===== src/sv/lrba_pkg.sv =====
// ----------------------------------------------------------------------------
// lrba_pkg
// Shared types, constants and helper functions of the led ring band animator.
// ----------------------------------------------------------------------------
package lrba_pkg;

  // ring geometry defaults
  localparam int RING_PIXELS_DEFAULT = 16;
  localparam int BAND_SPAN_DEFAULT   = 11;

  // intensity range
  localparam int LEVEL_MAX   = 255;
  localparam int LEVEL_MIN   = 32;
  localparam int LEVEL_RESET = 128;

  // band centres after reset
  localparam int RED_CENTRE_RESET   = 0;
  localparam int GREEN_CENTRE_RESET = 4;
  localparam int BLUE_CENTRE_RESET  = 8;

  // tick offset and period registers
  localparam int OFF_W           = 6;
  localparam int CFG_W           = 6;
  localparam int CFG_IDX_W       = 3;
  localparam int CYCLE_RESET     = 50;
  localparam int RED_PER_RESET   = 25;
  localparam int GREEN_PER_RESET = 20;
  localparam int BLUE_PER_RESET  = 10;

  // configuration register indexes
  localparam logic [CFG_IDX_W-1:0] REG_CYCLE_LENGTH  = 3'd0;
  localparam logic [CFG_IDX_W-1:0] REG_RED_PERIOD    = 3'd1;
  localparam logic [CFG_IDX_W-1:0] REG_GREEN_PERIOD  = 3'd2;
  localparam logic [CFG_IDX_W-1:0] REG_BLUE_PERIOD   = 3'd3;
  localparam logic [CFG_IDX_W-1:0] REG_RED_REVERSE   = 3'd4;
  localparam logic [CFG_IDX_W-1:0] REG_GREEN_REVERSE = 3'd5;
  localparam logic [CFG_IDX_W-1:0] REG_BLUE_REVERSE  = 3'd6;

  typedef struct packed {
    logic dimmer_pressed;
    logic brighter_pressed;
  } lrba_tick_t;

  typedef struct packed {
    logic [3:0] pixel_index;
    logic [7:0] red;
    logic [7:0] green;
    logic [7:0] blue;
    logic       last;
  } lrba_pixel_t;

  // frame request from the tick logic to the pixel generator
  typedef struct packed {
    logic       bar;
    logic [7:0] level;
  } lrba_job_t;

  // level at ring distance gap: x / (gap + 1), by reciprocal multiply
  function automatic logic [7:0] lrba_band_level(input logic [7:0] x,
                                                 input logic [2:0] gap);
    logic [16:0] prod3;
    logic [16:0] prod5;
    logic [7:0]  res;
    prod3 = 17'(x) * 17'(171);
    prod5 = 17'(x) * 17'(205);
    case (gap)
      3'd0:    res = x;
      3'd1:    res = x >> 1;
      3'd2:    res = 8'(prod3 >> 9);
      3'd3:    res = x >> 2;
      3'd4:    res = 8'(prod5 >> 10);
      3'd5:    res = 8'(prod3 >> 10);
      default: res = 8'd0;
    endcase
    return res;
  endfunction

  // one restoring step of offset modulo period; a zero period keeps the offset
  function automatic logic [OFF_W-1:0] lrba_rem_step(input logic [OFF_W-1:0] rem,
                                                     input logic             bit_in,
                                                     input logic [OFF_W-1:0] period);
    logic [OFF_W:0] t;
    t = {rem, bit_in};
    if (period != '0 && t >= {1'b0, period}) begin
      t = t - {1'b0, period};
    end
    return t[OFF_W-1:0];
  endfunction

endpackage


===== src/sv/lrba_tick_state.sv =====
// ----------------------------------------------------------------------------
// lrba_tick_state
// Configuration registers, button edge logic, intensity, tick offset, band
// phases and centres; hands a frame request to the pixel generator.
// ----------------------------------------------------------------------------
module lrba_tick_state
  import lrba_pkg::*;
#(
  parameter int RING_PIXELS = RING_PIXELS_DEFAULT,
  localparam int IW = $clog2(RING_PIXELS)
) (
  input  logic                 clk,
  input  logic                 rst,
  input  logic                 tick_valid,
  output logic                 tick_ready,
  input  lrba_tick_t           tick,
  input  logic                 cfg_write,
  input  logic [CFG_IDX_W-1:0] cfg_index,
  input  logic [CFG_W-1:0]     cfg_data,
  output logic                 job_valid,
  input  logic                 job_ready,
  output lrba_job_t            job,
  output logic [IW-1:0]        job_red_centre,
  output logic [IW-1:0]        job_green_centre,
  output logic [IW-1:0]        job_blue_centre
);

  localparam int STEP = (LEVEL_MAX - LEVEL_MIN) / RING_PIXELS;
  localparam int SYNC_W = $clog2(OFF_W + 1);

  logic [OFF_W-1:0] cycle_length;
  logic [OFF_W-1:0] red_period;
  logic [OFF_W-1:0] green_period;
  logic [OFF_W-1:0] blue_period;
  logic             red_reverse;
  logic             green_reverse;
  logic             blue_reverse;

  logic [OFF_W-1:0]  anim_offset;
  logic [OFF_W-1:0]  red_phase;
  logic [OFF_W-1:0]  green_phase;
  logic [OFF_W-1:0]  blue_phase;
  logic [IW-1:0]     red_centre;
  logic [IW-1:0]     green_centre;
  logic [IW-1:0]     blue_centre;
  logic [7:0]        intensity;
  logic              dimmer_previous;
  logic              brighter_previous;
  logic [SYNC_W-1:0] sync_cnt;

  logic              accept;
  logic              held;
  logic              red_move;
  logic              green_move;
  logic              blue_move;
  logic              wrap;
  logic [7:0]        intensity_next;
  logic [OFF_W-1:0]  anim_offset_next;
  logic [OFF_W-1:0]  red_phase_next;
  logic [OFF_W-1:0]  green_phase_next;
  logic [OFF_W-1:0]  blue_phase_next;
  logic [IW-1:0]     red_centre_next;
  logic [IW-1:0]     green_centre_next;
  logic [IW-1:0]     blue_centre_next;
  logic              sync_bit;

  function automatic logic [IW-1:0] move_centre(input logic [IW-1:0] c,
                                                input logic          reverse);
    logic [IW-1:0] res;
    if (reverse) begin
      res = (c == '0) ? IW'(RING_PIXELS - 1) : c - IW'(1);
    end else begin
      res = (c == IW'(RING_PIXELS - 1)) ? '0 : c + IW'(1);
    end
    return res;
  endfunction

  function automatic logic [OFF_W-1:0] phase_step(input logic [OFF_W-1:0] ph,
                                                  input logic [OFF_W-1:0] period);
    logic [OFF_W:0] inc;
    inc = {1'b0, ph} + (OFF_W+1)'(1);
    return (inc == {1'b0, period}) ? '0 : inc[OFF_W-1:0];
  endfunction

  // no tick while a register is written or the phases are being realigned
  assign tick_ready = (sync_cnt == '0) && !cfg_write && job_ready;
  assign accept     = tick_valid && tick_ready;
  assign held       = tick.dimmer_pressed || tick.brighter_pressed;

  always_comb begin
    intensity_next = intensity;
    if (tick.dimmer_pressed && !dimmer_previous &&
        intensity >= 8'(LEVEL_MIN + STEP)) begin
      intensity_next = intensity - 8'(STEP);
    end else if (tick.brighter_pressed && !brighter_previous &&
                 ({1'b0, intensity} + 9'(STEP)) <= 9'(LEVEL_MAX)) begin
      intensity_next = intensity + 8'(STEP);
    end
  end

  assign red_move   = (red_phase == '0);
  assign green_move = (green_phase == '0);
  assign blue_move  = (blue_phase == '0);

  assign red_centre_next   = red_move ? move_centre(red_centre, red_reverse) : red_centre;
  assign green_centre_next = green_move ? move_centre(green_centre, green_reverse)
                                        : green_centre;
  assign blue_centre_next  = blue_move ? move_centre(blue_centre, blue_reverse)
                                       : blue_centre;

  assign wrap             = ({1'b0, anim_offset} + (OFF_W+1)'(1)) >= {1'b0, cycle_length};
  assign anim_offset_next = wrap ? '0 : anim_offset + OFF_W'(1);
  assign red_phase_next   = wrap ? '0 : phase_step(red_phase, red_period);
  assign green_phase_next = wrap ? '0 : phase_step(green_phase, green_period);
  assign blue_phase_next  = wrap ? '0 : phase_step(blue_phase, blue_period);

  assign job_valid        = accept && (held || red_move || green_move || blue_move);
  assign job.bar          = held;
  assign job.level        = intensity_next;
  assign job_red_centre   = red_centre_next;
  assign job_green_centre = green_centre_next;
  assign job_blue_centre  = blue_centre_next;

  // offset bits msb first during realignment
  assign sync_bit = anim_offset[3'(sync_cnt - SYNC_W'(1))];

  always_ff @(posedge clk) begin
    if (rst) begin
      cycle_length      <= OFF_W'(CYCLE_RESET);
      red_period        <= OFF_W'(RED_PER_RESET);
      green_period      <= OFF_W'(GREEN_PER_RESET);
      blue_period       <= OFF_W'(BLUE_PER_RESET);
      red_reverse       <= 1'b0;
      green_reverse     <= 1'b0;
      blue_reverse      <= 1'b0;
      anim_offset       <= '0;
      red_phase         <= '0;
      green_phase       <= '0;
      blue_phase        <= '0;
      red_centre        <= IW'(RED_CENTRE_RESET);
      green_centre      <= IW'(GREEN_CENTRE_RESET);
      blue_centre       <= IW'(BLUE_CENTRE_RESET);
      intensity         <= 8'(LEVEL_RESET);
      dimmer_previous   <= 1'b0;
      brighter_previous <= 1'b0;
      sync_cnt          <= '0;
    end else if (cfg_write) begin
      unique case (cfg_index)
        REG_CYCLE_LENGTH:  cycle_length  <= cfg_data;
        REG_RED_PERIOD:    red_period    <= cfg_data;
        REG_GREEN_PERIOD:  green_period  <= cfg_data;
        REG_BLUE_PERIOD:   blue_period   <= cfg_data;
        REG_RED_REVERSE:   red_reverse   <= cfg_data[0];
        REG_GREEN_REVERSE: green_reverse <= cfg_data[0];
        REG_BLUE_REVERSE:  blue_reverse  <= cfg_data[0];
        default: ;
      endcase
      // restart offset modulo period for all three bands
      red_phase   <= '0;
      green_phase <= '0;
      blue_phase  <= '0;
      sync_cnt    <= SYNC_W'(OFF_W);
    end else if (sync_cnt != '0) begin
      red_phase   <= lrba_rem_step(red_phase, sync_bit, red_period);
      green_phase <= lrba_rem_step(green_phase, sync_bit, green_period);
      blue_phase  <= lrba_rem_step(blue_phase, sync_bit, blue_period);
      sync_cnt    <= sync_cnt - SYNC_W'(1);
    end else if (accept) begin
      intensity         <= intensity_next;
      dimmer_previous   <= tick.dimmer_pressed;
      brighter_previous <= tick.brighter_pressed;
      if (!held) begin
        red_centre   <= red_centre_next;
        green_centre <= green_centre_next;
        blue_centre  <= blue_centre_next;
        anim_offset  <= anim_offset_next;
        red_phase    <= red_phase_next;
        green_phase  <= green_phase_next;
        blue_phase   <= blue_phase_next;
      end
    end
  end

endmodule


===== src/sv/lrba_frame_gen.sv =====
// ----------------------------------------------------------------------------
// lrba_frame_gen
// Holds one frame request and emits its pixels into the output register, one
// per cycle while not stalled, as a level bar or as three colour bands.
// ----------------------------------------------------------------------------
module lrba_frame_gen
  import lrba_pkg::*;
#(
  parameter int RING_PIXELS = RING_PIXELS_DEFAULT,
  parameter int BAND_SPAN   = BAND_SPAN_DEFAULT,
  localparam int IW = $clog2(RING_PIXELS)
) (
  input  logic          clk,
  input  logic          rst,
  input  logic          job_valid,
  output logic          job_ready,
  input  lrba_job_t     job,
  input  logic [IW-1:0] job_red_centre,
  input  logic [IW-1:0] job_green_centre,
  input  logic [IW-1:0] job_blue_centre,
  output logic          pixel_valid,
  input  logic          pixel_ready,
  output lrba_pixel_t   pixel
);

  localparam int STEP  = (LEVEL_MAX - LEVEL_MIN) / RING_PIXELS;
  localparam int HALF  = (BAND_SPAN - 1) / 2;
  localparam int BAR_W = 12;

  logic          busy;
  lrba_job_t     cur;
  logic [IW-1:0] red_centre;
  logic [IW-1:0] green_centre;
  logic [IW-1:0] blue_centre;
  logic [IW-1:0] pix;

  logic          emit;
  logic          last_pix;
  logic          bar_lit;
  lrba_pixel_t   pixel_next;

  function automatic logic [7:0] band_value(input logic [IW-1:0] p,
                                            input logic [IW-1:0] c,
                                            input logic [7:0]    lvl);
    logic [IW:0] s;
    logic [IW:0] d;
    logic [IW:0] dn;
    logic [7:0]  res;
    s  = {1'b0, p} + (IW+1)'(RING_PIXELS) - {1'b0, c};
    d  = (s >= (IW+1)'(RING_PIXELS)) ? s - (IW+1)'(RING_PIXELS) : s;
    dn = (IW+1)'(RING_PIXELS) - d;
    if (dn < d) begin
      d = dn;
    end
    res = (d <= (IW+1)'(HALF)) ? lrba_band_level(lvl, 3'(d)) : 8'd0;
    return res;
  endfunction

  assign emit      = busy && (!pixel_valid || pixel_ready);
  assign last_pix  = (pix == IW'(RING_PIXELS - 1));
  assign job_ready = !busy || (emit && last_pix);

  // pixel i is lit while i * step stays within intensity above the floor
  assign bar_lit = (BAR_W'(pix) * BAR_W'(STEP)) <= BAR_W'(cur.level - 8'(LEVEL_MIN));

  always_comb begin
    pixel_next.pixel_index = pix[3:0];
    pixel_next.last        = last_pix;
    if (cur.bar) begin
      pixel_next.red   = bar_lit ? cur.level : 8'd0;
      pixel_next.green = bar_lit ? cur.level : 8'd0;
      pixel_next.blue  = bar_lit ? cur.level : 8'd0;
    end else begin
      pixel_next.red   = band_value(pix, red_centre, cur.level);
      pixel_next.green = band_value(pix, green_centre, cur.level);
      pixel_next.blue  = band_value(pix, blue_centre, cur.level);
    end
  end

  always_ff @(posedge clk) begin
    if (rst) begin
      busy        <= 1'b0;
      pix         <= '0;
      pixel_valid <= 1'b0;
    end else begin
      if (emit) begin
        pixel_valid <= 1'b1;
        pix         <= last_pix ? '0 : pix + IW'(1);
        if (last_pix) begin
          busy <= 1'b0;
        end
      end else if (pixel_ready) begin
        pixel_valid <= 1'b0;
      end
      if (job_valid) begin
        busy <= 1'b1;
      end
    end
  end

  always_ff @(posedge clk) begin
    if (emit) begin
      pixel <= pixel_next;
    end
    if (job_valid) begin
      cur          <= job;
      red_centre   <= job_red_centre;
      green_centre <= job_green_centre;
      blue_centre  <= job_blue_centre;
    end
  end

endmodule


===== src/sv/led_ring_band_animator.sv =====
// ----------------------------------------------------------------------------
// led_ring_band_animator
// Button-driven intensity control and red/green/blue band animation for a
// ring of RGB pixels; one tick in, up to one frame of pixel words out.
// ----------------------------------------------------------------------------
// a frame request is registered, then each pixel word in the output register
// a frame is RING_PIXELS words at one word per cycle while pixel_ready is high;
//   the next tick waits until the last word of a frame is emitted
// a configuration write realigns the band phases bit by bit; ticks wait
// reset: intensity 128, centres 0/4/8, offset and phases zero, defaults loaded
module led_ring_band_animator
  import lrba_pkg::*;
#(
  parameter int RING_PIXELS = RING_PIXELS_DEFAULT,
  parameter int BAND_SPAN   = BAND_SPAN_DEFAULT
) (
  input  logic                 clk,
  input  logic                 rst,
  input  logic                 tick_valid,
  output logic                 tick_ready,
  input  lrba_tick_t           tick,
  output logic                 pixel_valid,
  input  logic                 pixel_ready,
  output lrba_pixel_t          pixel,
  input  logic                 cfg_write,
  input  logic [CFG_IDX_W-1:0] cfg_index,
  input  logic [CFG_W-1:0]     cfg_data
);

  localparam int IW = $clog2(RING_PIXELS);

  logic          job_valid;
  logic          job_ready;
  lrba_job_t     job;
  logic [IW-1:0] job_red_centre;
  logic [IW-1:0] job_green_centre;
  logic [IW-1:0] job_blue_centre;

  lrba_tick_state #(
    .RING_PIXELS(RING_PIXELS)
  ) u_tick_state (
    .clk              (clk),
    .rst              (rst),
    .tick_valid       (tick_valid),
    .tick_ready       (tick_ready),
    .tick             (tick),
    .cfg_write        (cfg_write),
    .cfg_index        (cfg_index),
    .cfg_data         (cfg_data),
    .job_valid        (job_valid),
    .job_ready        (job_ready),
    .job              (job),
    .job_red_centre   (job_red_centre),
    .job_green_centre (job_green_centre),
    .job_blue_centre  (job_blue_centre)
  );

  lrba_frame_gen #(
    .RING_PIXELS(RING_PIXELS),
    .BAND_SPAN  (BAND_SPAN)
  ) u_frame_gen (
    .clk              (clk),
    .rst              (rst),
    .job_valid        (job_valid),
    .job_ready        (job_ready),
    .job              (job),
    .job_red_centre   (job_red_centre),
    .job_green_centre (job_green_centre),
    .job_blue_centre  (job_blue_centre),
    .pixel_valid      (pixel_valid),
    .pixel_ready      (pixel_ready),
    .pixel            (pixel)
  );

endmodule


===== config.mk =====
export PLATFORM = sky130hd
export DESIGN_NAME = led_ring_band_animator
export DESIGN_NICKNAME = d
export VERILOG_FILES = /design/src/sv/lrba_pkg.sv /design/src/sv/lrba_tick_state.sv /design/src/sv/lrba_frame_gen.sv /design/src/sv/led_ring_band_animator.sv
export SDC_FILE = /design/constraint.sdc
export NUM_CORES = 1
export LEC_CHECK = 0
export ABC_AREA = 1
export BUFFER_PORTS_ARGS = -buffer_cell sky130_fd_sc_hd__buf_2
export CAP_MARGIN = 20
export CORE_ASPECT_RATIO = 1.5
export CORE_MARGIN = 2
export CORE_UTILIZATION = 55
export DETAILED_ROUTE_END_ITERATION = 12
export PLACE_DENSITY = 0.75
export SLEW_MARGIN = 20
export SYNTH_ARGS = -nofsm -noshare
export SYNTH_HDL_FRONTEND = slang
export SYNTH_SLANG_ARGS = --single-unit

===== constraint.sdc =====
create_clock -name clk -period 6 [get_ports clk]
set_input_delay 0 -clock clk [delete_from_list [all_inputs] [get_ports clk]]
set_output_delay 0 -clock clk [all_outputs]
set_load 0.05 [all_outputs]

==> results.md <==
- Post-synthesis cell type count: 51
- Post-synth EDFFs: 50
- CP dominant cell by count: nand2_1
- Rel. slew slack: 0.287
- Worst-path clk slew: 60 ps
- GRT Residual Overflow: 0
- Share of post-route cells with drive strength above 1: 0.0825
- Final Worst Setup Slack: 1290 ps
- Post-synthesis register bit count: 132
- Critical path buffers and inverters: 3
- Met1 Track Usage GR: 0.310
- Effective utilization at floorplan: 0.559
- Worst R2R Start: u_frame_gen.cur[1]$_DFFE_PP_
- Average wire per standard cell: 17.4 um
- Port Buffers: 46
- Largest stage delay on the critical path: 640 ps
- Final worst-path cycle share: 0.786
- Pins Over Slew Limit: 0
- Final setup fails: 0
- Sink Count: 132
- Total CTS buffers: 17
- Max FO, Critical Path: 9
- Max VDD drop: 0.203 mV
- Core ar.: 23,000 um^2
- Commonest non-fill, non-tap cell in the layout: nand2_1
- DRC: 0
- Global routing usage on met2: 0.596
- TritonCTS clock tree: built
- Final Critical Period: 4710 ps
- Setup_tns: 0 ps
- Seq/Total Area, Yosys: 0.245
- Storage cell area: 3140 um^2
- GR Util met3: 0.0546
- Total of max-cap violations: 0
- Area growth from synthesis to layout: 9.80%
- Non-filler cells, final: 2,146
- # rows: 68
- Area occupied by multi-input gates: 8420 um^2
- Synth Flop Type: dfxtp_1
- H-tree depth: 4
- Initial drt markers: 922
- Setup crit start: u_frame_gen.cur[1]$_DFFE_PP_
- Synth Warn #: 0
- PD cells: 269 nW/um^2
- Status: completed
- Boundary Pins: 47
- Avg Vias per Cell: 5.78
- Endpoints failing hold: 0
- Leakage: 0.00719 uW
- DRT Wirelength: 37,400 um
- Initial antenna violation count: 0
- Total power draw: 3800 uW
- CP Cell Sequence: ha_1, fa_1, fa_1, inv_1, fa_1, inv_1, ha_1, nand2_1, nor2_1, nand3_1, nand3_1, xor2_1, nand3_1, nand2_1, inv_1, nand4_1, nand2_1, nand2_1
- HP Class: in2reg
- Place WS: 1370 ps
- Kind of critical path: reg2reg
- Routability cong.: 0.990
- # nets final: 2,060
- Commonest non-fill, non-tap cells in the layout: nand2_1 (367), inv_1 (289), nand3_1 (188)
- Vias: 12,400
- Busiest grt layer: met2
- Async set or reset register ratio after synthesis: 0
- Max Clock Freq: 212 MHz
- GRT Util Overall: 0.318
- CP max stage cell: xor2_1
- Largest net degree at the start of global routing: 30
- Avg Cell Area, Syn: 7.17 um^2
- Hold path start: tick_valid
- Die Y: 191 um
- Clock latency on the worst-skew pair: 440 ps
- Full die area: 24,600 um^2
- Vias in the first global route: 12,600
- Post-Syn Nets: 1,999
- Actual slew at the worst max-slew pin: 1060 ps
- Die width: 129 um
- CP delay by family, top: adder cells
- Root Driver: clkbuf_16
- Crit end category: flip-flop
- Syn Inst Count: 1,792
- Detailed Routing Iterations Pass 1: 6
- N_diodes: 0
- Post-DP HPWL: 29,000 um
- Max clock buf depth: 2
- Clk_skew: 7.82 ps
- CP required: 6300 ps
- DRT antenna net count: 0
- Crit path launch type: flip-flop
- Post-Synthesis Cell Area: 12,800 um^2
- RSZ-0062 raised after global routing: false
- DP Cell Count: 2,100
- Filler cell count: 2,124
- First-pass GRT wire length: 61,300 um
- Worst path arrival time: 5010 ps
[report_power, final]
group | switching (uW) | total [uW] | leakage, uW | internal, uW
registers | 48.4 | 1040 | 0.00112 | 987
logic | 1140 | 1680 | 0.00576 | 537
clock network | 423 | 1080 | 0.000300 | 661
total | 1610 | 3800 | 0.00719 | 2190
[metal layers]
metal  part of all wire  vias to the layer above
li1                   -                     6047
met2               0.53                      514
met5                  0                        -
met4              0.072                        0
met1               0.35                     5665
met3              0.055                      174
[registers in the layout, indices dropped and copies added, names as in the netlist, 3 cells and up]
register,cells
u_frame_gen.blue_centre,4
u_frame_gen.cur,9
u_frame_gen.green_centre,4
u_frame_gen.pix,4
u_frame_gen.pixel,29
u_frame_gen.red_centre,4
u_tick_state.anim_offset,6
u_tick_state.blue_centre,4
u_tick_state.blue_period,6
u_tick_state.blue_phase,6
u_tick_state.cycle_length,6
u_tick_state.green_centre,4
u_tick_state.green_period,6
u_tick_state.green_phase,6
u_tick_state.intensity,8
u_tick_state.red_centre,4
u_tick_state.red_period,6
u_tick_state.red_phase,6
u_tick_state.sync_cnt,3
[worst reg2reg max path, stage by stage, from the launching register on]
cell      delay (ps)
edfxtp_1         570
ha_1             410
fa_1             500
fa_1             510
inv_1             50
fa_1             530
inv_1             50
ha_1             320
nand2_1          100
nor2_1           140
nand3_1          100
nand3_1          140
xor2_1           640
nand3_1          170
nand2_1          110
inv_1             50
nand4_1           70
nand2_1           50
nand2_1           60
[stage by stage]
| step | area, um^2 | hold slack, ps | utilization |
|---|---|---|---|
| after floorplan | 12800 | 71.6 | - |
| after global placement | 13400 | 282 | 0.582 |
| after detailed placement | 13400 | 289 | 0.582 |
| after CTS | 14100 | 5.22 | 0.614 |
| after global routing | 14100 | 42.7 | 0.614 |
| final | 14100 | 16.4 | 0.614 |
[cell families after synthesis]
family	synth area share
fa+ha+maj	0.202
xor+xnor	0.0457
buf+inv	0.100
compound gates	0.112
simple gates	0.295
flops	0.245
[cells in the mapped netlist (28+ instances only)]
cell type / instances / area share
nand4_1: 38 / 0.019
nand3_1: 188 / 0.073
edfxtp_1: 50 / 0.12
o21ai_0: 80 / 0.031
dfxtp_1: 82 / 0.13
nor2_1: 143 / 0.042
fa_1: 28 / 0.044
ha_1: 163 / 0.16
xor2_1: 51 / 0.035
a21oi_1: 98 / 0.038
inv_1: 289 / 0.084
nand2_1: 367 / 0.11
[path summary, 6_finish.rpt]
path | endpoint | slack (ps) | cells past startpoint
max | u_frame_gen.pixel[12]$_DFFE_PP_ | 1290 | 18
min | u_tick_state.brighter_previous$_SDFFE_PP0P_ | 20 | 4
max reg2reg | u_frame_gen.pixel[12]$_DFFE_PP_ | 1290 | 18
min reg2reg | u_tick_state.cycle_length[2]$_SDFFE_PP0P_ | 470 | 2
[final cells by class]
| class | instances | area share |
|---|---|---|
| Clock buffer | 22 | 0.0344 |
| Clock inverter | 10 | 0.00851 |
| Inverter | 304 | 0.0812 |
| Multi-Input combinational cell | 1329 | 0.597 |
| Sequential cell | 132 | 0.223 |
| Tap cell | 280 | 0.0248 |
| Timing Repair Buffer | 69 | 0.0310 |
[repair_timing]
item                                    CTS  global route
endpoints found under the hold margin    32             0
hold buffers                             14             0
resized for setup                         0             0
endpoints found under the setup margin    0             0
buffers inserted                          0             0
Note: power is estimated with default switching activity, not from simulation.
